<file path="config.mk">
export PLATFORM = sky130hd
export DESIGN_NAME = mcf_queue
export DESIGN_NICKNAME = d
export VERILOG_FILES = /design/src/design/mcf_pkg.sv /design/src/design/mcf_queue.sv
export VERILOG_INCLUDE_DIRS = /design/src /design/src/design
export SDC_FILE = /design/constraint.sdc
export NUM_CORES = 1
export LEC_CHECK = 0
export BUFFER_PORTS_ARGS = -buffer_cell sky130_fd_sc_hd__buf_2
export CAP_MARGIN = 30
export CORE_ASPECT_RATIO = 1.4
export CORE_MARGIN = 2
export CORE_UTILIZATION = 53
export CTS_BUF_LIST = sky130_fd_sc_hd__clkbuf_2
export DETAILED_ROUTE_END_ITERATION = 12
export PLACE_DENSITY = 0.81
export SLEW_MARGIN = 20
export SYNTH_ARGS = -nofsm -noshare
export SYNTH_HDL_FRONTEND = slang
export SYNTH_SLANG_ARGS = --single-unit
</file>
<file path="constraint.sdc">
create_clock -name clk -period 2.2 [get_ports clk]
set_input_delay 0.22 -clock clk [delete_from_list [all_inputs] [get_ports clk]]
set_output_delay 0.22 -clock clk [all_outputs]
set_load 0.005 [all_outputs]
</file>
<file path="src/design/missing_aware_correlation_filter_top_assert.svh">
// Assertion macros shared by mcf_queue and mcf_back.
`ifndef MISSING_AWARE_CORRELATION_FILTER_TOP_ASSERT_SVH
`define MISSING_AWARE_CORRELATION_FILTER_TOP_ASSERT_SVH

// Condition holds at every clock edge out of reset.
`define ASSERT_ALWAYS(lbl, clk, rst, expr, msg) \
  lbl: assert property (@(posedge clk) disable iff (rst) (expr)) else $error(msg);

// Antecedent implies consequent in the same cycle.
`define ASSERT_IMPLIES(lbl, clk, rst, ante, cons, msg) \
  lbl: assert property (@(posedge clk) disable iff (rst) (ante) |-> (cons)) else $error(msg);

// Antecedent implies consequent in the next cycle.
`define ASSERT_NEXT(lbl, clk, rst, ante, cons, msg) \
  lbl: assert property (@(posedge clk) disable iff (rst) (ante) |=> (cons)) else $error(msg);

`endif

</file>
<file path="src/design/mcf_pkg.sv">
package mcf_pkg;

  // Datapath sizes
  localparam int SAMPLE_WIDTH    = 16;
  localparam int ACC_WIDTH       = 48;
  localparam int SAMPLE_FRAC     = 11;
  localparam int CORR_FRAC       = 14;
  localparam int SCALE_WIDTH     = 32;
  localparam int CORR_WIDTH      = 16;
  localparam int THR_WIDTH       = 15;
  localparam int COUNT_WIDTH     = 32;
  localparam int PROD_WIDTH      = 2 * SAMPLE_WIDTH;
  localparam int ADD_WIDTH       = ((PROD_WIDTH > ACC_WIDTH) ? PROD_WIDTH : ACC_WIDTH) + 1;
  localparam int SCALE_SHIFT     = 2 * SAMPLE_FRAC + SCALE_WIDTH - CORR_FRAC;
  localparam int MAG_LO_WIDTH    = ACC_WIDTH / 2;
  localparam int MAG_HI_WIDTH    = ACC_WIDTH - MAG_LO_WIDTH;
  localparam int SUM_WIDTH       = ACC_WIDTH + SCALE_WIDTH;
  localparam int QUOT_WIDTH      = SUM_WIDTH - SCALE_SHIFT;

  // Configuration port
  localparam int CFG_INDEX_WIDTH = 3;
  localparam int CFG_DATA_WIDTH  = 32;

  // Window queue between front and back
  localparam int QDEPTH = 4;
  localparam int QAW    = $clog2(QDEPTH);
  localparam int QCW    = $clog2(QDEPTH + 1);

  typedef logic signed [SAMPLE_WIDTH-1:0] sample_t;
  typedef logic signed [PROD_WIDTH-1:0]   prod_t;
  typedef logic signed [ADD_WIDTH-1:0]    add_t;
  typedef logic signed [ACC_WIDTH-1:0]    acc_t;
  typedef logic        [ACC_WIDTH-1:0]    mag_t;
  typedef logic signed [CORR_WIDTH-1:0]   corr_t;
  typedef logic        [CORR_WIDTH-1:0]   corr_mag_t;
  typedef logic        [THR_WIDTH-1:0]    thr_t;
  typedef logic        [SCALE_WIDTH-1:0]  scale_t;
  typedef logic        [COUNT_WIDTH-1:0]  count_t;
  typedef logic        [SUM_WIDTH-1:0]    sum_t;
  typedef logic        [QUOT_WIDTH-1:0]   quot_t;

  localparam acc_t   ACC_MAX    = {1'b0, {(ACC_WIDTH-1){1'b1}}};
  localparam acc_t   ACC_MIN    = {1'b1, {(ACC_WIDTH-1){1'b0}}};
  localparam sum_t   ROUND_BIAS = sum_t'(1) << (SCALE_SHIFT - 1);
  localparam int     CORR_POS_LIMIT = 32767;
  localparam int     CORR_NEG_LIMIT = 32768;
  localparam corr_t  CORR_MAX   = 16'sh7fff;
  localparam corr_t  CORR_MIN   = -16'sh8000;
  localparam count_t COUNT_MAX  = '1;

  typedef enum logic [CFG_INDEX_WIDTH-1:0] {
    CFG_INV_COUNT_SCALE = 3'd0,
    CFG_ASYM_MODE       = 3'd1,
    CFG_ABS_THRESHOLD   = 3'd2,
    CFG_NEG_THRESHOLD   = 3'd3,
    CFG_POS_THRESHOLD   = 3'd4
  } cfg_index_t;

  typedef struct packed {
    scale_t inv_count_scale;
    logic   asym_mode;
    thr_t   abs_threshold;
    thr_t   neg_threshold;
    thr_t   pos_threshold;
  } cfg_t;

  typedef struct packed {
    logic           empty;
    logic [QCW-1:0] count;
  } q_status_t;

  typedef enum logic [2:0] {
    B_IDLE,
    B_MUL_LO,
    B_MUL_HI,
    B_SUM,
    B_DONE
  } back_state_t;

endpackage

</file>
<file path="src/design/mcf_queue.sv">
module mcf_queue (
  input  logic               clk,
  input  logic               rst,
  input  logic               push,
  input  mcf_pkg::acc_t      push_data,
  input  logic               pop,
  output mcf_pkg::acc_t      pop_data,
  output mcf_pkg::q_status_t stat
);
  import mcf_pkg::*;
  `include "missing_aware_correlation_filter_top_assert.svh"

  acc_t           mem [QDEPTH];
  logic [QAW-1:0] wr_ptr;
  logic [QAW-1:0] rd_ptr;
  logic [QCW-1:0] count;

  // Store pushed window sums
  always_ff @(posedge clk) begin
    if (push) begin
      mem[wr_ptr] <= push_data;
    end
  end

  // Advance pointers and occupancy
  always_ff @(posedge clk) begin
    if (rst) begin
      wr_ptr <= '0;
      rd_ptr <= '0;
      count  <= '0;
    end else begin
      if (push) begin
        wr_ptr <= wr_ptr + QAW'(1);
      end
      if (pop) begin
        rd_ptr <= rd_ptr + QAW'(1);
      end
      count <= count + QCW'(push) - QCW'(pop);
    end
  end

  assign pop_data   = mem[rd_ptr];
  assign stat.empty = (count == '0);
  assign stat.count = count;

  `ASSERT_IMPLIES(q_no_overflow, clk, rst, push && !pop, count < QCW'(QDEPTH), "queue overflow")
  `ASSERT_IMPLIES(q_no_underflow, clk, rst, pop, count != '0, "queue underflow")
  `ASSERT_ALWAYS(q_count_bound, clk, rst, count <= QCW'(QDEPTH), "queue count out of range")

endmodule

</file>
==> metrics.cfg <==
[status]
status=finished with violations
violations=setup timing

[clock_tree]
cts_max_path_buffers=3
clk_latency_ps=680
cts_buffers=45
cts_max_level=2
cts-root-buf=clkbuf_2
clk_pin_slew_ps=110
cts_num_sinks=201
cts_tree=built

[detailed_routing]
drt_iter0_markers=115
wl_um=13200
drt_first_pass_iters=6
drcViolationCount=0
via_per_inst=5.17
num_vias=3653
postRouteAntennaNets=0
wl_per_cell_um=18.6

[setup_path]
worstPathArrival_ps=2030
critical_path.startpoint_type=register
worstSetupPathType=reg2out
path_buf_inv=2
end_kind=output port
path_max_fanout=16
required_ps=1980
crit_family=multiplexers
crit_path_top_delay_cell=mux4_2
r2r-start=wr_ptr[0]$_SDFFE_PP0P_
rr_worst_depth=4
worst_r2r_endpoint=mem[2][47]$_DFFE_PP_
path_cells=buf_16, mux4_2, buf_2
max_stage_delay_ps=540
worst-r2r-setup-slack_ps=550

[job]
drv_cap=0

[yosys]
yosys.area_share.simple_pct=0.936
synth_edf_count=192
avgSynthCellArea_um2=25.3
synth_area_leaders=edfxtp_1 (78%), mux4_2 (15%), dfxtp_1 (2.5%)
yosys.area.top_type=edfxtp_1
yosys.area_share.xor_xnor_pct=0.562
synth_top_area_share_pct=78.4
ys_types=20
synth_top_cells_by_count=edfxtp_1 (192), mux4_2 (48), dfxtp_1 (9), ha_1 (6), inv_1 (6)
ys_seq_elements=201
synth_warnings=0
syn_inst=291
syn-num-nets=350
synth_area_um2=7350
ys_seq_area_share_pct=80.9
ys.flop_type=edfxtp_1
synth_top_family_by_area=multiplexers
async_reset_ff_share_pct=0
synth_most_common_cell=edfxtp_1
synth.area.mux_share_pct=14.8
synth-compound-area-share_pct=0.204
synthAdderAreaFrac_pct=1.29

[power_and_ir_drop]
peakVddDrop_mv=0.519
leakage_nw=3.25
power.density_nw_per_um2=816
total_power_w=0.00747

[finish]
post-route-util_pct=68.0
drive_gt1_share_pct=45.7
final.fill_count=894
layout.nets=551
areaGrowthSynthToFinish_pct=24.5

[placed_design]
io_buffers=103
gp_congestion=0.715
dpl.hpwl_um=7360

[timing]
hold_ws_ps=270
finalCritPeriodShare_pct=102
skew_ps=44.9
fin_ws_ps=-53.5
slew_headroom_pct=67.0
fmax_ghz=0.444
period_needed_ps=2250
hold_viol=0
slew_violations=0
setup_tns_ps=-705
setup_viol=29
tightest_slew_ps=494
rsz0062_at_grt=true

[global_route]
first_global_vias=4078
antenna_found_initial=1
grt_first_pass_wirelength_um=20800
overflow=0
grt_max_degree=49
track_usage_pct=18.4

[floorplan]
num_rows=50
start_util_pct=54.7
ios=104
die_h_um=143
die_w_um=104
die-area_um2=14800
core_um2=13500

[min_path]
whs_path_depth=2
hp-class=in2reg
min_to=mem[1][19]$_DFFE_PP_
min_from=push_data[19]

[cell usage in the layout (no fill, tap or decap), types with 4 or more instances in the layout]
cell type | netlist | routed
dfxtp_1 | 9 | 7
clkbuf_2 | 0 | 68
edfxtp_1 | 192 | 192
mux4_2 | 48 | 48
inv_1 | 6 | 6
buf_12 | 0 | 7
buf_6 | 3 | 8
clkinv_1 | 0 | 7
ha_1 | 6 | 6
buf_2 | 3 | 97
dlygate4sd3_1 | 0 | 51
and2_2 | 0 | 4
nor2_1 | 5 | 5
[area by class of cell]
cell class	instances	area, um2	share of cell area (%)
tap	182	228	2.49
clock inverter	10	38.8	0.424
antenna	1	2.50	0.0273
timing repair buffer	164	1250	13.7
sequential	201	5950	65.0
multi-input combinational	74	1320	14.4
clock buffer	68	340	3.72
inverter	6	22.5	0.246
[where the power goes]
part	internal (W)	leakage (nW)	switching [W]
Combinational	0.000506	1.11	0.000394
Clock	0.000814	0.306	0.00130
Sequential	0.00439	1.84	0.0000620
Total	0.00571	3.25	0.00176
[cell families after synthesis]
kind of cell | Yosys count
buf+inv | 16
fa+ha+maj | 7
simple gates | 13
xor+xnor | 3
mux | 49
flops | 201
compound gates | 2
[how the worst max path moves through the flow]
stage	from	to	slack [ps]	cells after the start
floorplan	wr_ptr[0]$_SDFFE_PP0P_	mem[2][0]$_DFFE_PP_	100	3
global placement	wr_ptr[0]$_SDFFE_PP0P_	mem[3][10]$_DFFE_PP_	590	3
detailed placement	wr_ptr[0]$_SDFFE_PP0P_	mem[2][46]$_DFFE_PP_	580	4
CTS	register	pop_data[15]	-150	4
global route	register	pop_data[47]	-150	3
finish	register	pop_data[47]	-50	3
[stage by stage]
step / area, um2 / std cells / setup slack [ps]
finish: 9150 / 706 / -53.5
global route: 9150 / 706 / -150
CTS: 9170 / 707 / -151
detailed placement: 8180 / 574 / 583
global placement: 8180 / 574 / 586
floorplan: 7350 / 291 / 100
[worst reg2reg max path: stages (launching register included)]
cell and delay [ps]:
dfxtp_1 360, inv_1 110, ha_1 140, and2_2 460
buf_12 250
[what timing repair did]
action                                  4_1_cts  5_1_grt
setup buffers                                 2        0
gates resized for setup                       7        7
pin swaps                                     0        0
endpoints found under the setup margin       48       48
gates cloned                                  2        0
endpoints found under the hold margin       201        0
hold buffers                                 51        0
[routing by layer]
layer / track usage [%] / up-vias / wire length (um)
met4: 7.89 / 0 / 303
met3: 4.49 / 25 / 637
met1: 21.2 / 1854 / 5120
met2: 33.2 / 113 / 7090
met5: 0 / - / 0
li1: - / 1661 / -
[flip-flops by register name, summed over array words and instances, names as in the netlist, named ones only]
name    cells
mem       192
count       3
rd_ptr      2
wr_ptr      2
No activity file was read; power rests on OpenSTA's default activity.
