### src/design/missing_aware_correlation_filter_top_assert.svh
// Assertion macros shared by mcf_queue and mcf_back.
`ifndef MISSING_AWARE_CORRELATION_FILTER_TOP_ASSERT_SVH
`define MISSING_AWARE_CORRELATION_FILTER_TOP_ASSERT_SVH

// Condition holds at every clock edge out of reset.
`define ASSERT_ALWAYS(lbl, clk, rst, expr, msg) \
  lbl: assert property (@(posedge clk) disable iff (rst) (expr)) else $error(msg);

// Antecedent implies consequent in the same cycle.
`define ASSERT_IMPLIES(lbl, clk, rst, ante, cons, msg) \
  lbl: assert property (@(posedge clk) disable iff (rst) (ante) |-> (cons)) else $error(msg);

// Antecedent implies consequent in the next cycle.
`define ASSERT_NEXT(lbl, clk, rst, ante, cons, msg) \
  lbl: assert property (@(posedge clk) disable iff (rst) (ante) |=> (cons)) else $error(msg);

`endif

### src/design/mcf_pkg.sv
package mcf_pkg;

  // Datapath sizes
  localparam int SAMPLE_WIDTH    = 16;
  localparam int ACC_WIDTH       = 48;
  localparam int SAMPLE_FRAC     = 11;
  localparam int CORR_FRAC       = 14;
  localparam int SCALE_WIDTH     = 32;
  localparam int CORR_WIDTH      = 16;
  localparam int THR_WIDTH       = 15;
  localparam int COUNT_WIDTH     = 32;
  localparam int PROD_WIDTH      = 2 * SAMPLE_WIDTH;
  localparam int ADD_WIDTH       = ((PROD_WIDTH > ACC_WIDTH) ? PROD_WIDTH : ACC_WIDTH) + 1;
  localparam int SCALE_SHIFT     = 2 * SAMPLE_FRAC + SCALE_WIDTH - CORR_FRAC;
  localparam int MAG_LO_WIDTH    = ACC_WIDTH / 2;
  localparam int MAG_HI_WIDTH    = ACC_WIDTH - MAG_LO_WIDTH;
  localparam int SUM_WIDTH       = ACC_WIDTH + SCALE_WIDTH;
  localparam int QUOT_WIDTH      = SUM_WIDTH - SCALE_SHIFT;

  // Configuration port
  localparam int CFG_INDEX_WIDTH = 3;
  localparam int CFG_DATA_WIDTH  = 32;

  // Window queue between front and back
  localparam int QDEPTH = 4;
  localparam int QAW    = $clog2(QDEPTH);
  localparam int QCW    = $clog2(QDEPTH + 1);

  typedef logic signed [SAMPLE_WIDTH-1:0] sample_t;
  typedef logic signed [PROD_WIDTH-1:0]   prod_t;
  typedef logic signed [ADD_WIDTH-1:0]    add_t;
  typedef logic signed [ACC_WIDTH-1:0]    acc_t;
  typedef logic        [ACC_WIDTH-1:0]    mag_t;
  typedef logic signed [CORR_WIDTH-1:0]   corr_t;
  typedef logic        [CORR_WIDTH-1:0]   corr_mag_t;
  typedef logic        [THR_WIDTH-1:0]    thr_t;
  typedef logic        [SCALE_WIDTH-1:0]  scale_t;
  typedef logic        [COUNT_WIDTH-1:0]  count_t;
  typedef logic        [SUM_WIDTH-1:0]    sum_t;
  typedef logic        [QUOT_WIDTH-1:0]   quot_t;

  localparam acc_t   ACC_MAX    = {1'b0, {(ACC_WIDTH-1){1'b1}}};
  localparam acc_t   ACC_MIN    = {1'b1, {(ACC_WIDTH-1){1'b0}}};
  localparam sum_t   ROUND_BIAS = sum_t'(1) << (SCALE_SHIFT - 1);
  localparam int     CORR_POS_LIMIT = 32767;
  localparam int     CORR_NEG_LIMIT = 32768;
  localparam corr_t  CORR_MAX   = 16'sh7fff;
  localparam corr_t  CORR_MIN   = -16'sh8000;
  localparam count_t COUNT_MAX  = '1;

  typedef enum logic [CFG_INDEX_WIDTH-1:0] {
    CFG_INV_COUNT_SCALE = 3'd0,
    CFG_ASYM_MODE       = 3'd1,
    CFG_ABS_THRESHOLD   = 3'd2,
    CFG_NEG_THRESHOLD   = 3'd3,
    CFG_POS_THRESHOLD   = 3'd4
  } cfg_index_t;

  typedef struct packed {
    scale_t inv_count_scale;
    logic   asym_mode;
    thr_t   abs_threshold;
    thr_t   neg_threshold;
    thr_t   pos_threshold;
  } cfg_t;

  typedef struct packed {
    logic           empty;
    logic [QCW-1:0] count;
  } q_status_t;

  typedef enum logic [2:0] {
    B_IDLE,
    B_MUL_LO,
    B_MUL_HI,
    B_SUM,
    B_DONE
  } back_state_t;

endpackage

### src/design/mcf_in_if.sv
interface mcf_in_if;
  logic             valid;
  logic             ready;
  mcf_pkg::sample_t window_sample;
  logic             window_missing;
  mcf_pkg::sample_t ref_sample;
  logic             ref_missing;
  logic             last_sample;

  modport source (
    output valid, window_sample, window_missing, ref_sample, ref_missing, last_sample,
    input  ready
  );
  modport sink (
    input  valid, window_sample, window_missing, ref_sample, ref_missing, last_sample,
    output ready
  );
endinterface

### src/design/mcf_front.sv
module mcf_front (
  input  logic               clk,
  input  logic               rst,
  mcf_in_if.sink             samples,
  input  mcf_pkg::q_status_t qstat,
  output logic               push,
  output mcf_pkg::acc_t      push_data
);
  import mcf_pkg::*;

  logic  accept;
  logic  p_valid;
  logic  p_last;
  prod_t prod;
  acc_t  acc;
  add_t  sum;
  acc_t  acc_sat;

  // Leave one queue slot for the item sitting in the product stage
  assign samples.ready = (qstat.count <= QCW'(QDEPTH - 2));
  assign accept        = samples.valid && samples.ready;

  // Multiply stage: a missing side contributes a zero product
  always_ff @(posedge clk) begin
    if (rst) begin
      p_valid <= 1'b0;
    end else begin
      p_valid <= accept;
    end
  end

  always_ff @(posedge clk) begin
    if (accept) begin
      p_last <= samples.last_sample;
      if (samples.window_missing || samples.ref_missing) begin
        prod <= '0;
      end else begin
        prod <= prod_t'(samples.window_sample) * prod_t'(samples.ref_sample);
      end
    end
  end

  // Saturating accumulate
  always_comb begin
    sum = add_t'(acc) + add_t'(prod);
    if (sum > add_t'(ACC_MAX)) begin
      acc_sat = ACC_MAX;
    end else if (sum < add_t'(ACC_MIN)) begin
      acc_sat = ACC_MIN;
    end else begin
      acc_sat = acc_t'(sum);
    end
  end

  // Hand the finished window sum to the queue and clear
  assign push      = p_valid && p_last;
  assign push_data = acc_sat;

  always_ff @(posedge clk) begin
    if (rst) begin
      acc <= '0;
    end else if (p_valid) begin
      acc <= p_last ? '0 : acc_sat;
    end
  end

endmodule

### src/flat_wrapper.sv
// flat-port wrapper written by rule: the top's interface ports become plain ports
module mcf_front_flat import mcf_pkg::*;
  (clk, rst, qstat, push, push_data, samples_valid, samples_window_sample, samples_window_missing, samples_ref_sample, samples_ref_missing, samples_last_sample, samples_ready);
  mcf_in_if samples_i ();
  input  logic clk;
  input  logic rst;
  input  mcf_pkg::q_status_t qstat;
  output logic push;
  output mcf_pkg::acc_t push_data;
  input wire logic [$bits(samples_i.valid)-1:0] samples_valid;
  input wire logic [$bits(samples_i.window_sample)-1:0] samples_window_sample;
  input wire logic [$bits(samples_i.window_missing)-1:0] samples_window_missing;
  input wire logic [$bits(samples_i.ref_sample)-1:0] samples_ref_sample;
  input wire logic [$bits(samples_i.ref_missing)-1:0] samples_ref_missing;
  input wire logic [$bits(samples_i.last_sample)-1:0] samples_last_sample;
  output wire logic [$bits(samples_i.ready)-1:0] samples_ready;
  assign samples_i.valid = samples_valid;
  assign samples_i.window_sample = samples_window_sample;
  assign samples_i.window_missing = samples_window_missing;
  assign samples_i.ref_sample = samples_ref_sample;
  assign samples_i.ref_missing = samples_ref_missing;
  assign samples_i.last_sample = samples_last_sample;
  assign samples_ready = samples_i.ready;
  mcf_front u_core (.clk(clk), .rst(rst), .samples(samples_i), .qstat(qstat), .push(push), .push_data(push_data));
endmodule
### config.mk
export PLATFORM = sky130hd
export DESIGN_NAME = mcf_front_flat
export DESIGN_NICKNAME = d
export VERILOG_FILES = /design/src/design/missing_aware_correlation_filter_top_assert.svh /design/src/design/mcf_pkg.sv /design/src/design/mcf_in_if.sv /design/src/design/mcf_front.sv /design/src/flat_wrapper.sv
export SDC_FILE = /design/constraint.sdc
export NUM_CORES = 1
export LEC_CHECK = 0
export ABC_AREA = 1
export BUFFER_PORTS_ARGS = -buffer_cell sky130_fd_sc_hd__buf_2
export CAP_MARGIN = 20
export CORE_UTILIZATION = 40
export CTS_BUF_LIST = sky130_fd_sc_hd__clkbuf_8 sky130_fd_sc_hd__clkbuf_16
export CTS_CLUSTER_SIZE = 16
export DETAILED_ROUTE_END_ITERATION = 16
export HOLD_SLACK_MARGIN = 0.05
export SYNTH_ARGS = -nofsm -noshare
export SYNTH_HDL_FRONTEND = slang
export SYNTH_SLANG_ARGS = --single-unit
export TNS_END_PERCENT = 100
### constraint.sdc
create_clock -name clk -period 9.4 [get_ports clk]
set_input_delay 2.82 -clock clk [delete_from_list [all_inputs] [get_ports clk]]
set_output_delay 2.82 -clock clk [all_outputs]
set_load 0.005 [all_outputs]
==> results.toml <==
[clock_network]
numCtsBuffers = 9
path_clk_slew_ns = 0.06
cts_repair_resize_count = 0
cts_hold_repair.buffers = 0
clock-sinks = 82
h-tree-depth = 3
clockBufferDepth = 2
root_buffer = "sky130_fd_sc_hd__clkbuf_16"
clk_latency_worst_skew_pair_ns = 0.37
postCtsSetupRepairBufs = 0
tritoncts = "built"

[routing]
post_drt_wl_per_cell_um = 15.0
drt_pre_antenna_iters = 5
via_per_inst = 4.79
drtIter0Drc = 729
drt_wl_total_mm = 46.7
detail-route-antenna-nets = 0
detail_route.drc_violations = 0
routed-via-count = 14867

[yosys]
post_synth_inst_count = 2487
synth_fp_nets = 2922
syn_avg_cell_area_um2 = 7.07
netlist-cell-type-count = 40
synth.cell_area_mm2 = 0.0176
yosys_register_bits = 82
synth_sequential_area_ratio_pct = 11.2
synth.yosys.warnings = 0

[placement]
routabilityCongestion = 0.948
place_area_mm2 = 0.0185
dp.final_hpwl_mm = 39.0
io_buf_count = 90
placed_cells = 3086

[worst_setup_path]
crit_slowest_cell = "sky130_fd_sc_hd__fa_1"
worst_setup_path_start_kind = "input port"
worstPathRequired_ns = 9.52
critical_path.max_fanout = 16
critical_path.cell_chain = "buf_2 -> nand2_1 -> fa_1 -> inv_1 -> fa_1 -> fa_1 -> inv_1 -> fa_1 -> inv_1 -> fa_1 -> inv_1 -> fa_1 -> inv_1 -> ha_1 -> inv_1 -> nor3_1 -> nand4_1 -> o2111a_1 -> a21oi_1 -> nor2_1"
cpPeakStageDelay_ns = 0.64
timing_worst_setup_path_type = "in -> reg"
setup.reg_to_reg.worst_slack_ns = 5.59
critical_path_buf_inv_count = 7
crit_path_end_kind = "register"
crit_family = "adder cells"
data_arrival_time_of_the_critical_path_ns = 8.47

[final_layout]
postLayoutCellArea_mm2 = 0.0188
most_common_cell_after_layout_fill_and_taps_aside = "sky130_fd_sc_hd__nand2_1"
area_growth_syn_to_layout_pct = 6.73
antenna-diode-count = 0
num-fill-cells = 4605
most-common-layout-cells = "753 x sky130_fd_sc_hd__nand2_1, 609 x sky130_fd_sc_hd__inv_1, 263 x sky130_fd_sc_hd__fa_1"
fin_util_pct = 43.5
fin_nets = 2947
final-instance-count-excl-fill = 3102
layout-drive-gt1-share_pct = 9.38

[global_routing]
antenna_found_initial = 0
via_count_of_the_first_global_routing_pass = 15673
global_route_wire_length_before_repair_mm = 78.9
grt_start_max_net_pins = 50
gr-total-overflow = 0
grt.total_usage_pct = 22.2

[floorplan]
core_area_mm2 = 0.0432
die_w_um = 212
die_area_mm2 = 0.0448
ios = 92
fp.dieH_um = 212
start_util_pct = 40.7
floorplan.rows = 76

[timing]
period_minus_slack_ns = 8.35
final_max_slew_viol_count = 0
slew_headroom_pct = 45.9
tns_ns = 0
clock_skew_ns = 0.0176
final.period_utilization_pct = 88.8
fmax_mhz = 120
max_slew.worst_pin.slew_ns = 0.812
grt_setup_unrepaired = "no"
hold_viol = 0
setup_viol = 0

[job]
max_cap_violation_count = 0

[run_status]
outcome = "completed"

[worst_hold_path]
worst_hold_path_type = "reg -> reg"
-- registers in the layout (all words and copies together), names as in the netlist --
name and flops:
u_core.p_valid 1, u_core.prod 32, u_core.p_last 1, u_core.acc 48
-- through the flow --
step | hold WS, ns | setup slack, ns
after floorplan | 0.450 | 1.11
after global placement | 0.457 | 0.712
after detailed placement | 0.463 | 0.679
after CTS | 0.473 | 1.04
after global routing | 0.488 | 0.675
final | 0.467 | 1.05
-- Yosys cell counts --
cell | number | share of area [%]
sky130_fd_sc_hd__o2111a_1 | 1 | 0.064
sky130_fd_sc_hd__and3_1 | 1 | 0.036
sky130_fd_sc_hd__buf_12 | 3 | 0.34
sky130_fd_sc_hd__xnor2_1 | 10 | 0.50
sky130_fd_sc_hd__clkbuf_1 | 73 | 1.6
sky130_fd_sc_hd__inv_2 | 8 | 0.17
sky130_fd_sc_hd__nor2_2 | 10 | 0.36
sky130_fd_sc_hd__a21o_1 | 5 | 0.21
sky130_fd_sc_hd__nand4_2 | 1 | 0.071
sky130_fd_sc_hd__dfxtp_1 | 49 | 5.6
sky130_fd_sc_hd__buf_1 | 2 | 0.043
sky130_fd_sc_hd__buf_2 | 7 | 0.20
sky130_fd_sc_hd__nand3b_1 | 2 | 0.085
sky130_fd_sc_hd__o21a_1 | 13 | 0.56
sky130_fd_sc_hd__xor2_1 | 30 | 1.5
sky130_fd_sc_hd__ha_1 | 130 | 9.3
sky130_fd_sc_hd__and2_1 | 1 | 0.036
sky130_fd_sc_hd__nand4_1 | 10 | 0.36
sky130_fd_sc_hd__o21ai_0 | 37 | 1.1
sky130_fd_sc_hd__a31oi_1 | 1 | 0.036
sky130_fd_sc_hd__a21oi_1 | 124 | 3.5
sky130_fd_sc_hd__nand2_2 | 57 | 2.0
sky130_fd_sc_hd__fa_1 | 263 | 30
sky130_fd_sc_hd__or2_1 | 1 | 0.036
sky130_fd_sc_hd__a21boi_0 | 3 | 0.13
sky130_fd_sc_hd__inv_1 | 609 | 13
sky130_fd_sc_hd__or2_2 | 3 | 0.11
sky130_fd_sc_hd__nor2_4 | 4 | 0.26
sky130_fd_sc_hd__nand3_1 | 53 | 1.5
sky130_fd_sc_hd__nor2_1 | 122 | 2.6
sky130_fd_sc_hd__nand2_4 | 12 | 0.77
sky130_fd_sc_hd__nand2_1 | 753 | 16
sky130_fd_sc_hd__o21bai_1 | 15 | 0.64
sky130_fd_sc_hd__edfxtp_1 | 33 | 5.6
sky130_fd_sc_hd__a21oi_2 | 23 | 1.1
sky130_fd_sc_hd__nor4_1 | 1 | 0.036
sky130_fd_sc_hd__nor3_1 | 13 | 0.37
sky130_fd_sc_hd__a221oi_1 | 1 | 0.050
sky130_fd_sc_hd__and2_2 | 1 | 0.043
sky130_fd_sc_hd__buf_4 | 2 | 0.085
-- area by class of cell --
class	count	area (um2)	area share [%]
tap	585	732	3.90
multi-input combinational	1701	12900	68.8
inverter	617	2320	12.3
clock inverter	6	63.8	0.340
sequential	82	1970	10.5
timing repair buffer	101	533	2.84
clock buffer	10	239	1.27
-- worst reg2reg max path: cells and delay by family (launching register included) --
kind / cells / cell delay, ns
AO/OA/AOI/OAI: 1 / 0.06
adder cells (fa/ha/maj): 1 / 0.58
flip-flops: 1 / 0.72
AND/OR/NAND/NOR: 11 / 1.72
buffers and inverters: 2 / 0.61
-- cells by family (layout without fill, tap and decap cells) --
logic type      count (synthesis)  in the layout  share of synthesized area (%)
fa+ha+maj                     393            393                           39.2
simple gates                 1045           1045                           24.8
compound gates                223            223                           7.42
flops                          82             82                           11.2
buf+inv                       704            734                           15.4
xor+xnor                       40             40                           1.99
-- final timing paths --
path                     end  cells after the start             startpoint
max          u_core.prod[30]                     20  samples_ref_sample[7]
min reg2reg   u_core.acc[19]                      2         u_core.acc[19]
min           u_core.acc[19]                      2         u_core.acc[19]
max reg2reg   u_core.acc[18]                     15        u_core.prod[31]
-- metal layers --
| layer | GRT usage (%) | wire [um] |
|---|---|---|
| met5 | 0 | 0 |
| met2 | 39.1 | 22500 |
| met1 | 28.7 | 21100 |
| met3 | 2.49 | 2040 |
| met4 | 6.20 | 1010 |
Power is not shown: default switching activity piles up to over one toggle a cycle in this logic, so the estimate is an artifact.
