==> config.mk <==
export PLATFORM = sky130hd
export DESIGN_NAME = mcf_back_flat
export DESIGN_NICKNAME = d
export VERILOG_FILES = /design/src/design/mcf_pkg.sv /design/src/design/mcf_out_if.sv /design/src/design/mcf_back.sv /design/src/flat_wrapper.sv
export VERILOG_INCLUDE_DIRS = /design/src /design/src/design
export SDC_FILE = /design/constraint.sdc
export NUM_CORES = 2
export LEC_CHECK = 0
export BUFFER_PORTS_ARGS = -buffer_cell sky130_fd_sc_hd__buf_4
export CORE_MARGIN = 4
export CORE_UTILIZATION = 54
export DETAILED_ROUTE_END_ITERATION = 7
export HOLD_SLACK_MARGIN = 0.08
export PLACE_DENSITY = 0.7
export SYNTH_ARGS = -nofsm -noshare
export SYNTH_HDL_FRONTEND = slang
export SYNTH_SLANG_ARGS = --single-unit
==> constraint.sdc <==
create_clock -name clk -period 24.2 [get_ports clk]
set_clock_uncertainty 0.2 [all_clocks]
set_input_delay 4.84 -clock clk [delete_from_list [all_inputs] [get_ports clk]]
set_output_delay 4.84 -clock clk [all_outputs]
set_load 0.01 [all_outputs]
==> src/design/missing_aware_correlation_filter_top_assert.svh <==
// Assertion macros shared by mcf_queue and mcf_back.
`ifndef MISSING_AWARE_CORRELATION_FILTER_TOP_ASSERT_SVH
`define MISSING_AWARE_CORRELATION_FILTER_TOP_ASSERT_SVH

// Condition holds at every clock edge out of reset.
`define ASSERT_ALWAYS(lbl, clk, rst, expr, msg) \
  lbl: assert property (@(posedge clk) disable iff (rst) (expr)) else $error(msg);

// Antecedent implies consequent in the same cycle.
`define ASSERT_IMPLIES(lbl, clk, rst, ante, cons, msg) \
  lbl: assert property (@(posedge clk) disable iff (rst) (ante) |-> (cons)) else $error(msg);

// Antecedent implies consequent in the next cycle.
`define ASSERT_NEXT(lbl, clk, rst, ante, cons, msg) \
  lbl: assert property (@(posedge clk) disable iff (rst) (ante) |=> (cons)) else $error(msg);

`endif

==> src/design/mcf_pkg.sv <==
package mcf_pkg;

  // Datapath sizes
  localparam int SAMPLE_WIDTH    = 16;
  localparam int ACC_WIDTH       = 48;
  localparam int SAMPLE_FRAC     = 11;
  localparam int CORR_FRAC       = 14;
  localparam int SCALE_WIDTH     = 32;
  localparam int CORR_WIDTH      = 16;
  localparam int THR_WIDTH       = 15;
  localparam int COUNT_WIDTH     = 32;
  localparam int PROD_WIDTH      = 2 * SAMPLE_WIDTH;
  localparam int ADD_WIDTH       = ((PROD_WIDTH > ACC_WIDTH) ? PROD_WIDTH : ACC_WIDTH) + 1;
  localparam int SCALE_SHIFT     = 2 * SAMPLE_FRAC + SCALE_WIDTH - CORR_FRAC;
  localparam int MAG_LO_WIDTH    = ACC_WIDTH / 2;
  localparam int MAG_HI_WIDTH    = ACC_WIDTH - MAG_LO_WIDTH;
  localparam int SUM_WIDTH       = ACC_WIDTH + SCALE_WIDTH;
  localparam int QUOT_WIDTH      = SUM_WIDTH - SCALE_SHIFT;

  // Configuration port
  localparam int CFG_INDEX_WIDTH = 3;
  localparam int CFG_DATA_WIDTH  = 32;

  // Window queue between front and back
  localparam int QDEPTH = 4;
  localparam int QAW    = $clog2(QDEPTH);
  localparam int QCW    = $clog2(QDEPTH + 1);

  typedef logic signed [SAMPLE_WIDTH-1:0] sample_t;
  typedef logic signed [PROD_WIDTH-1:0]   prod_t;
  typedef logic signed [ADD_WIDTH-1:0]    add_t;
  typedef logic signed [ACC_WIDTH-1:0]    acc_t;
  typedef logic        [ACC_WIDTH-1:0]    mag_t;
  typedef logic signed [CORR_WIDTH-1:0]   corr_t;
  typedef logic        [CORR_WIDTH-1:0]   corr_mag_t;
  typedef logic        [THR_WIDTH-1:0]    thr_t;
  typedef logic        [SCALE_WIDTH-1:0]  scale_t;
  typedef logic        [COUNT_WIDTH-1:0]  count_t;
  typedef logic        [SUM_WIDTH-1:0]    sum_t;
  typedef logic        [QUOT_WIDTH-1:0]   quot_t;

  localparam acc_t   ACC_MAX    = {1'b0, {(ACC_WIDTH-1){1'b1}}};
  localparam acc_t   ACC_MIN    = {1'b1, {(ACC_WIDTH-1){1'b0}}};
  localparam sum_t   ROUND_BIAS = sum_t'(1) << (SCALE_SHIFT - 1);
  localparam int     CORR_POS_LIMIT = 32767;
  localparam int     CORR_NEG_LIMIT = 32768;
  localparam corr_t  CORR_MAX   = 16'sh7fff;
  localparam corr_t  CORR_MIN   = -16'sh8000;
  localparam count_t COUNT_MAX  = '1;

  typedef enum logic [CFG_INDEX_WIDTH-1:0] {
    CFG_INV_COUNT_SCALE = 3'd0,
    CFG_ASYM_MODE       = 3'd1,
    CFG_ABS_THRESHOLD   = 3'd2,
    CFG_NEG_THRESHOLD   = 3'd3,
    CFG_POS_THRESHOLD   = 3'd4
  } cfg_index_t;

  typedef struct packed {
    scale_t inv_count_scale;
    logic   asym_mode;
    thr_t   abs_threshold;
    thr_t   neg_threshold;
    thr_t   pos_threshold;
  } cfg_t;

  typedef struct packed {
    logic           empty;
    logic [QCW-1:0] count;
  } q_status_t;

  typedef enum logic [2:0] {
    B_IDLE,
    B_MUL_LO,
    B_MUL_HI,
    B_SUM,
    B_DONE
  } back_state_t;

endpackage

==> src/design/mcf_out_if.sv <==
interface mcf_out_if;
  logic            valid;
  logic            ready;
  mcf_pkg::corr_t  corr;
  logic            keep;
  mcf_pkg::count_t tested_count;
  mcf_pkg::count_t kept_count;
  mcf_pkg::corr_t  min_corr;
  mcf_pkg::corr_t  max_corr;

  modport source (
    output valid, corr, keep, tested_count, kept_count, min_corr, max_corr,
    input  ready
  );
  modport sink (
    input  valid, corr, keep, tested_count, kept_count, min_corr, max_corr,
    output ready
  );
endinterface

==> src/design/mcf_back.sv <==
module mcf_back (
  input  logic               clk,
  input  logic               rst,
  input  mcf_pkg::cfg_t      cfg,
  input  mcf_pkg::q_status_t qstat,
  input  mcf_pkg::acc_t      pop_data,
  output logic               pop,
  mcf_out_if.source          results
);
  import mcf_pkg::*;
  `include "missing_aware_correlation_filter_top_assert.svh"

  back_state_t state;
  back_state_t state_next;

  logic                              neg;
  mag_t                              mag;
  logic [MAG_LO_WIDTH+SCALE_WIDTH-1:0] p_lo;
  logic [MAG_HI_WIDTH+SCALE_WIDTH-1:0] p_hi;
  sum_t                              sum;

  logic      load;
  logic      out_valid;
  quot_t     quot;
  corr_mag_t r_mag;
  corr_t     r;
  logic      keep_now;

  corr_t  corr;
  logic   keep;
  count_t tested_total;
  count_t kept_total;
  corr_t  running_min;
  corr_t  running_max;

  // Next state
  always_comb begin
    state_next = state;
    unique case (state)
      B_IDLE:   if (!qstat.empty) state_next = B_MUL_LO;
      B_MUL_LO: state_next = B_MUL_HI;
      B_MUL_HI: state_next = B_SUM;
      B_SUM:    state_next = B_DONE;
      B_DONE:   if (!out_valid || results.ready) state_next = B_IDLE;
      default:  state_next = B_IDLE;
    endcase
  end

  // State outputs
  always_comb begin
    pop  = 1'b0;
    load = 1'b0;
    unique case (state)
      B_IDLE:  pop  = !qstat.empty;
      B_DONE:  load = !out_valid || results.ready;
      default: begin
        pop  = 1'b0;
        load = 1'b0;
      end
    endcase
  end

  always_ff @(posedge clk) begin
    if (rst) begin
      state <= B_IDLE;
    end else begin
      state <= state_next;
    end
  end

  // Scale the window sum magnitude by the reciprocal in two partial products
  always_ff @(posedge clk) begin
    if (pop) begin
      neg <= pop_data[ACC_WIDTH-1];
      mag <= pop_data[ACC_WIDTH-1] ? mag_t'(-pop_data) : mag_t'(pop_data);
    end
    if (state == B_MUL_LO) begin
      p_lo <= (MAG_LO_WIDTH+SCALE_WIDTH)'(mag[MAG_LO_WIDTH-1:0]) *
              (MAG_LO_WIDTH+SCALE_WIDTH)'(cfg.inv_count_scale);
    end
    if (state == B_MUL_HI) begin
      p_hi <= (MAG_HI_WIDTH+SCALE_WIDTH)'(mag[ACC_WIDTH-1:MAG_LO_WIDTH]) *
              (MAG_HI_WIDTH+SCALE_WIDTH)'(cfg.inv_count_scale);
    end
    if (state == B_SUM) begin
      sum <= sum_t'(p_lo) + (sum_t'(p_hi) << MAG_LO_WIDTH) + ROUND_BIAS;
    end
  end

  // Saturate to Q1.14 and apply the threshold rule
  always_comb begin
    quot = sum[SUM_WIDTH-1:SCALE_SHIFT];
    if (neg) begin
      r_mag = (quot >= quot_t'(CORR_NEG_LIMIT)) ? corr_mag_t'(CORR_NEG_LIMIT)
                                                : quot[CORR_WIDTH-1:0];
    end else begin
      r_mag = (quot >= quot_t'(CORR_POS_LIMIT)) ? corr_mag_t'(CORR_POS_LIMIT)
                                                : quot[CORR_WIDTH-1:0];
    end
    r = neg ? corr_t'(corr_mag_t'(0) - r_mag) : corr_t'(r_mag);
    if (cfg.asym_mode) begin
      keep_now = (neg && (cfg.neg_threshold != '0) &&
                  (r_mag >= corr_mag_t'(cfg.neg_threshold))) ||
                 (!neg && (cfg.pos_threshold != '0) &&
                  (r_mag >= corr_mag_t'(cfg.pos_threshold)));
    end else begin
      keep_now = (r_mag >= corr_mag_t'(cfg.abs_threshold));
    end
  end

  // Result register and running statistics
  always_ff @(posedge clk) begin
    if (rst) begin
      out_valid    <= 1'b0;
      tested_total <= '0;
      kept_total   <= '0;
      running_min  <= CORR_MAX;
      running_max  <= CORR_MIN;
    end else if (load) begin
      out_valid <= 1'b1;
      if (tested_total != COUNT_MAX) begin
        tested_total <= tested_total + COUNT_WIDTH'(1);
      end
      if (keep_now && (kept_total != COUNT_MAX)) begin
        kept_total <= kept_total + COUNT_WIDTH'(1);
      end
      if (r < running_min) begin
        running_min <= r;
      end
      if (r > running_max) begin
        running_max <= r;
      end
    end else if (results.ready) begin
      out_valid <= 1'b0;
    end
  end

  always_ff @(posedge clk) begin
    if (load) begin
      corr <= r;
      keep <= keep_now;
    end
  end

  assign results.valid        = out_valid;
  assign results.corr         = corr;
  assign results.keep         = keep;
  assign results.tested_count = tested_total;
  assign results.kept_count   = kept_total;
  assign results.min_corr     = running_min;
  assign results.max_corr     = running_max;

  `ASSERT_NEXT(back_pop_starts, clk, rst, pop, state == B_MUL_LO, "pop did not start a window")

endmodule

==> src/flat_wrapper.sv <==
// flat-port wrapper written by rule: the top's interface ports become plain ports
module mcf_back_flat import mcf_pkg::*;
  (clk, rst, cfg, qstat, pop_data, pop, results_valid, results_corr, results_keep, results_tested_count, results_kept_count, results_min_corr, results_max_corr, results_ready);
  mcf_out_if results_i ();
  input  logic clk;
  input  logic rst;
  input  mcf_pkg::cfg_t cfg;
  input  mcf_pkg::q_status_t qstat;
  input  mcf_pkg::acc_t pop_data;
  output logic pop;
  output wire logic [$bits(results_i.valid)-1:0] results_valid;
  output wire logic [$bits(results_i.corr)-1:0] results_corr;
  output wire logic [$bits(results_i.keep)-1:0] results_keep;
  output wire logic [$bits(results_i.tested_count)-1:0] results_tested_count;
  output wire logic [$bits(results_i.kept_count)-1:0] results_kept_count;
  output wire logic [$bits(results_i.min_corr)-1:0] results_min_corr;
  output wire logic [$bits(results_i.max_corr)-1:0] results_max_corr;
  input wire logic [$bits(results_i.ready)-1:0] results_ready;
  assign results_valid = results_i.valid;
  assign results_corr = results_i.corr;
  assign results_keep = results_i.keep;
  assign results_tested_count = results_i.tested_count;
  assign results_kept_count = results_i.kept_count;
  assign results_min_corr = results_i.min_corr;
  assign results_max_corr = results_i.max_corr;
  assign results_i.ready = results_ready;
  mcf_back u_core (.clk(clk), .rst(rst), .cfg(cfg), .qstat(qstat), .pop_data(pop_data), .pop(pop), .results(results_i));
endmodule
==> flow_metrics.tcl <==
set metrics [dict create \
    yosysWarnings 0 \
    ff2ff_setup_slack_ps 15250 \
    grt_pass1_vias 51804 \
    dp_hpwl_um 130000 \
    drt_iter0_markers 3750 \
    cp-end-kind "register" \
    cts_tree "done" \
    numCtsBuffers 38 \
    die_h_um 354 \
    postRouteAntennaNets 0 \
    final_cell_area_um2 68800 \
    post-cts-setup-buffer-count 0 \
    seq_area_frac_synth 0.121 \
    drive_above_1_share 0.0599 \
    status "finished clean" \
    async_flop_share 0 \
    place.gp.congestion 0.919 \
    avgViaCountPerCell 5.60 \
    grt_antenna_before_repair 10 \
    first_pass_iters 6 \
    dieArea_um2 125000 \
    syn_area_per_cell_um2 9.17 \
    grt_util_met1 0.385 \
    synth-edff-count 194 \
    ys.flop_type "edfxtp_1" \
    grt_usage 0.290 \
    grt_pass1_wl_um 286000 \
    hp-class "register to register" \
    chipWidth_um 354 \
    totalWireLength_um 176000 \
    fill_cells 10361 \
    synthCells 7045 \
    path_class "input pin to register" \
    finalCritPeriodShare 0.543 \
    start_util 0.545 \
    finalMaxSlewViolations 0 \
    drv_cap 0 \
    grt-busiest-layer "met2" \
    cts.path.max_buffers 3 \
    worstMarginPinSlew_ps 1210 \
    cts_resized 0 \
    rsz0062_at_grt "false" \
    root_buffer "clkbuf_16" \
    crit_path_start_kind "input pin" \
    vias 48489 \
    setup_viol 0 \
    drc_errors 0 \
    htreeDepth 2 \
    ios 248 \
    fmax_mhz 76.0 \
    multiInputGateArea_um2 49500 \
    syn_nets 8995 \
    holdBufCountCts 0 \
    clock_latency_ps 620 \
    cts.sinks 294 \
    worstPathArrival_ps 13260 \
    final-hold-violation-count 0 \
    nets 8977 \
    seqCellArea_um2 7830 \
    fin_crit_ps 13150 \
    clk_pin_slew_worst_paths_ps 60 \
    syn_to_final_growth_pct 6.61 \
    coreArea_um2 118000 \
    grt.met2_usage 0.478 \
    fin_setup_tns_ps 0 \
    path_max_fanout 25 \
    rows 126 \
    met3_usage 0.0592 \
    required_ps 24310 \
    io_buffers 244 \
    grt_max_degree 85 \
    placed_area_um2 67500 \
    avgRoutedWirePerCell_um 20.3 \
    yosysUniqueCellTypes 76 \
    synth_seq_cells 294 \
    slew_headroom 0.186 \
    synth_area_um2 64600 \
    grt-ovfl-total 0 \
]
==> area by class of cell <==
type	instances	area share
multi-input combinational	4811	0.719
sequential	294	0.114
inverter	1568	0.0855
timing repair buffer	314	0.0342
tap	1600	0.0291
clock buffer	44	0.0144
clock inverter	25	0.00431
antenna	3	0.000109
==> registers in the layout, summed over array words and instances, names as in the netlist <==
signal and cells:
u_core.results.kept_count 32, u_core.results.keep 1, u_core.p_lo 32, u_core.p_hi 56, u_core.results.min_corr 16, u_core.results.tested_count 32
u_core.results.corr 16, u_core.mag 48, u_core.sum 40, u_core.results.max_corr 16, u_core.results.valid 1, u_core.state 3
u_core.neg 1
==> worst max-delay path: stages <==
cell and delay, ps:
buf_4 350, buf_4 470, and2_1 220, fa_1 450, fa_1 550, inv_1 60, fa_1 560, fa_1 470
fa_1 560, inv_1 50, fa_1 480, inv_1 50, fa_1 480, inv_1 40, ha_1 440, nand3_1 110
nor2_1 170, nand2_1 80, o31ai_1 560, a21oi_1 380, o211a_1 350, o31ai_1 630, nand4_1 290, a31oi_1 360
o311ai_0 190
==> placed cells by master (no fill, tap or decap), types with 18 or more instances in the layout <==
master,count
a211oi_1,21
inv_1,1567
and3_1,33
fa_1,1315
ha_1,502
a211o_1,20
edfxtp_1,194
nand2_1,888
o31ai_1,22
nor2b_1,26
xor2_1,56
dfxtp_1,100
xnor2_1,135
a21o_1,102
o21ai_0,116
nand3_1,63
and2_1,787
nor3_1,38
clkbuf_16,38
nand4_1,70
nor2_1,153
nand2b_1,18
or3_1,42
nor4_1,26
buf_4,314
a21oi_1,176
==> per-layer routing <==
layer	routed length, um	part of all wire	vias to the layer above
li1	-	-	21234
met4	6690	0.038	6
met3	16600	0.094	450
met5	40	0.00023	-
met1	70100	0.40	24707
met2	82400	0.47	2092
==> metrics by stage <==
step / std cells / utilization / hold slack, ps / worst slack, ps
final: 8659 / 0.581 / 305 / 11050
after floorplan: 7045 / - / 301 / 9390
after detailed placement: 8587 / 0.571 / 297 / 10580
after CTS: 8656 / 0.581 / 305 / 11180
after global placement: 8587 / 0.571 / 278 / 10660
after global routing: 8656 / 0.581 / 327 / 10750
==> final timing paths <==
check	start	end	cells past startpoint
min	u_core.results.tested_count[27]	u_core.results.tested_count[27]	2
min reg2reg	u_core.results.tested_count[27]	u_core.results.tested_count[27]	2
max	cfg[61]	u_core.p_hi[54]	25
max reg2reg	u_core.mag[29]	u_core.p_hi[54]	24
==> cell usage after synthesis (all sizes together) (26+ instances only) <==
library cell     n  area share
inv           1567       0.091
fa            1315        0.41
nand2          888       0.052
and2           787       0.076
ha             502       0.097
clkbuf         358       0.021
edfxtp         194       0.090
a21oi          177       0.014
nor2           154      0.0091
xnor2          135       0.018
o21ai          118      0.0091
a21o           102       0.012
dfxtp          100       0.031
nand4           70      0.0068
nand3           63      0.0049
xor2            56      0.0076
or3             50      0.0052
nor3            39      0.0030
and3            33      0.0032
nor4            28      0.0029
nor2b           26      0.0025
==> kinds of logic after synthesis <==
group,share of synthesized area
AOI/OAI and AO/OA,0.0583
xor gates and xnor gates,0.0259
adders and majority gates,0.505
buffers and inverters,0.113
DFF,0.121
muxes,0.00405
and+or+nand+nor,0.173
Power is left out: the tool's default activity adds up to more than one toggle a clock period on the data nets, which glitch-free logic cannot reach.
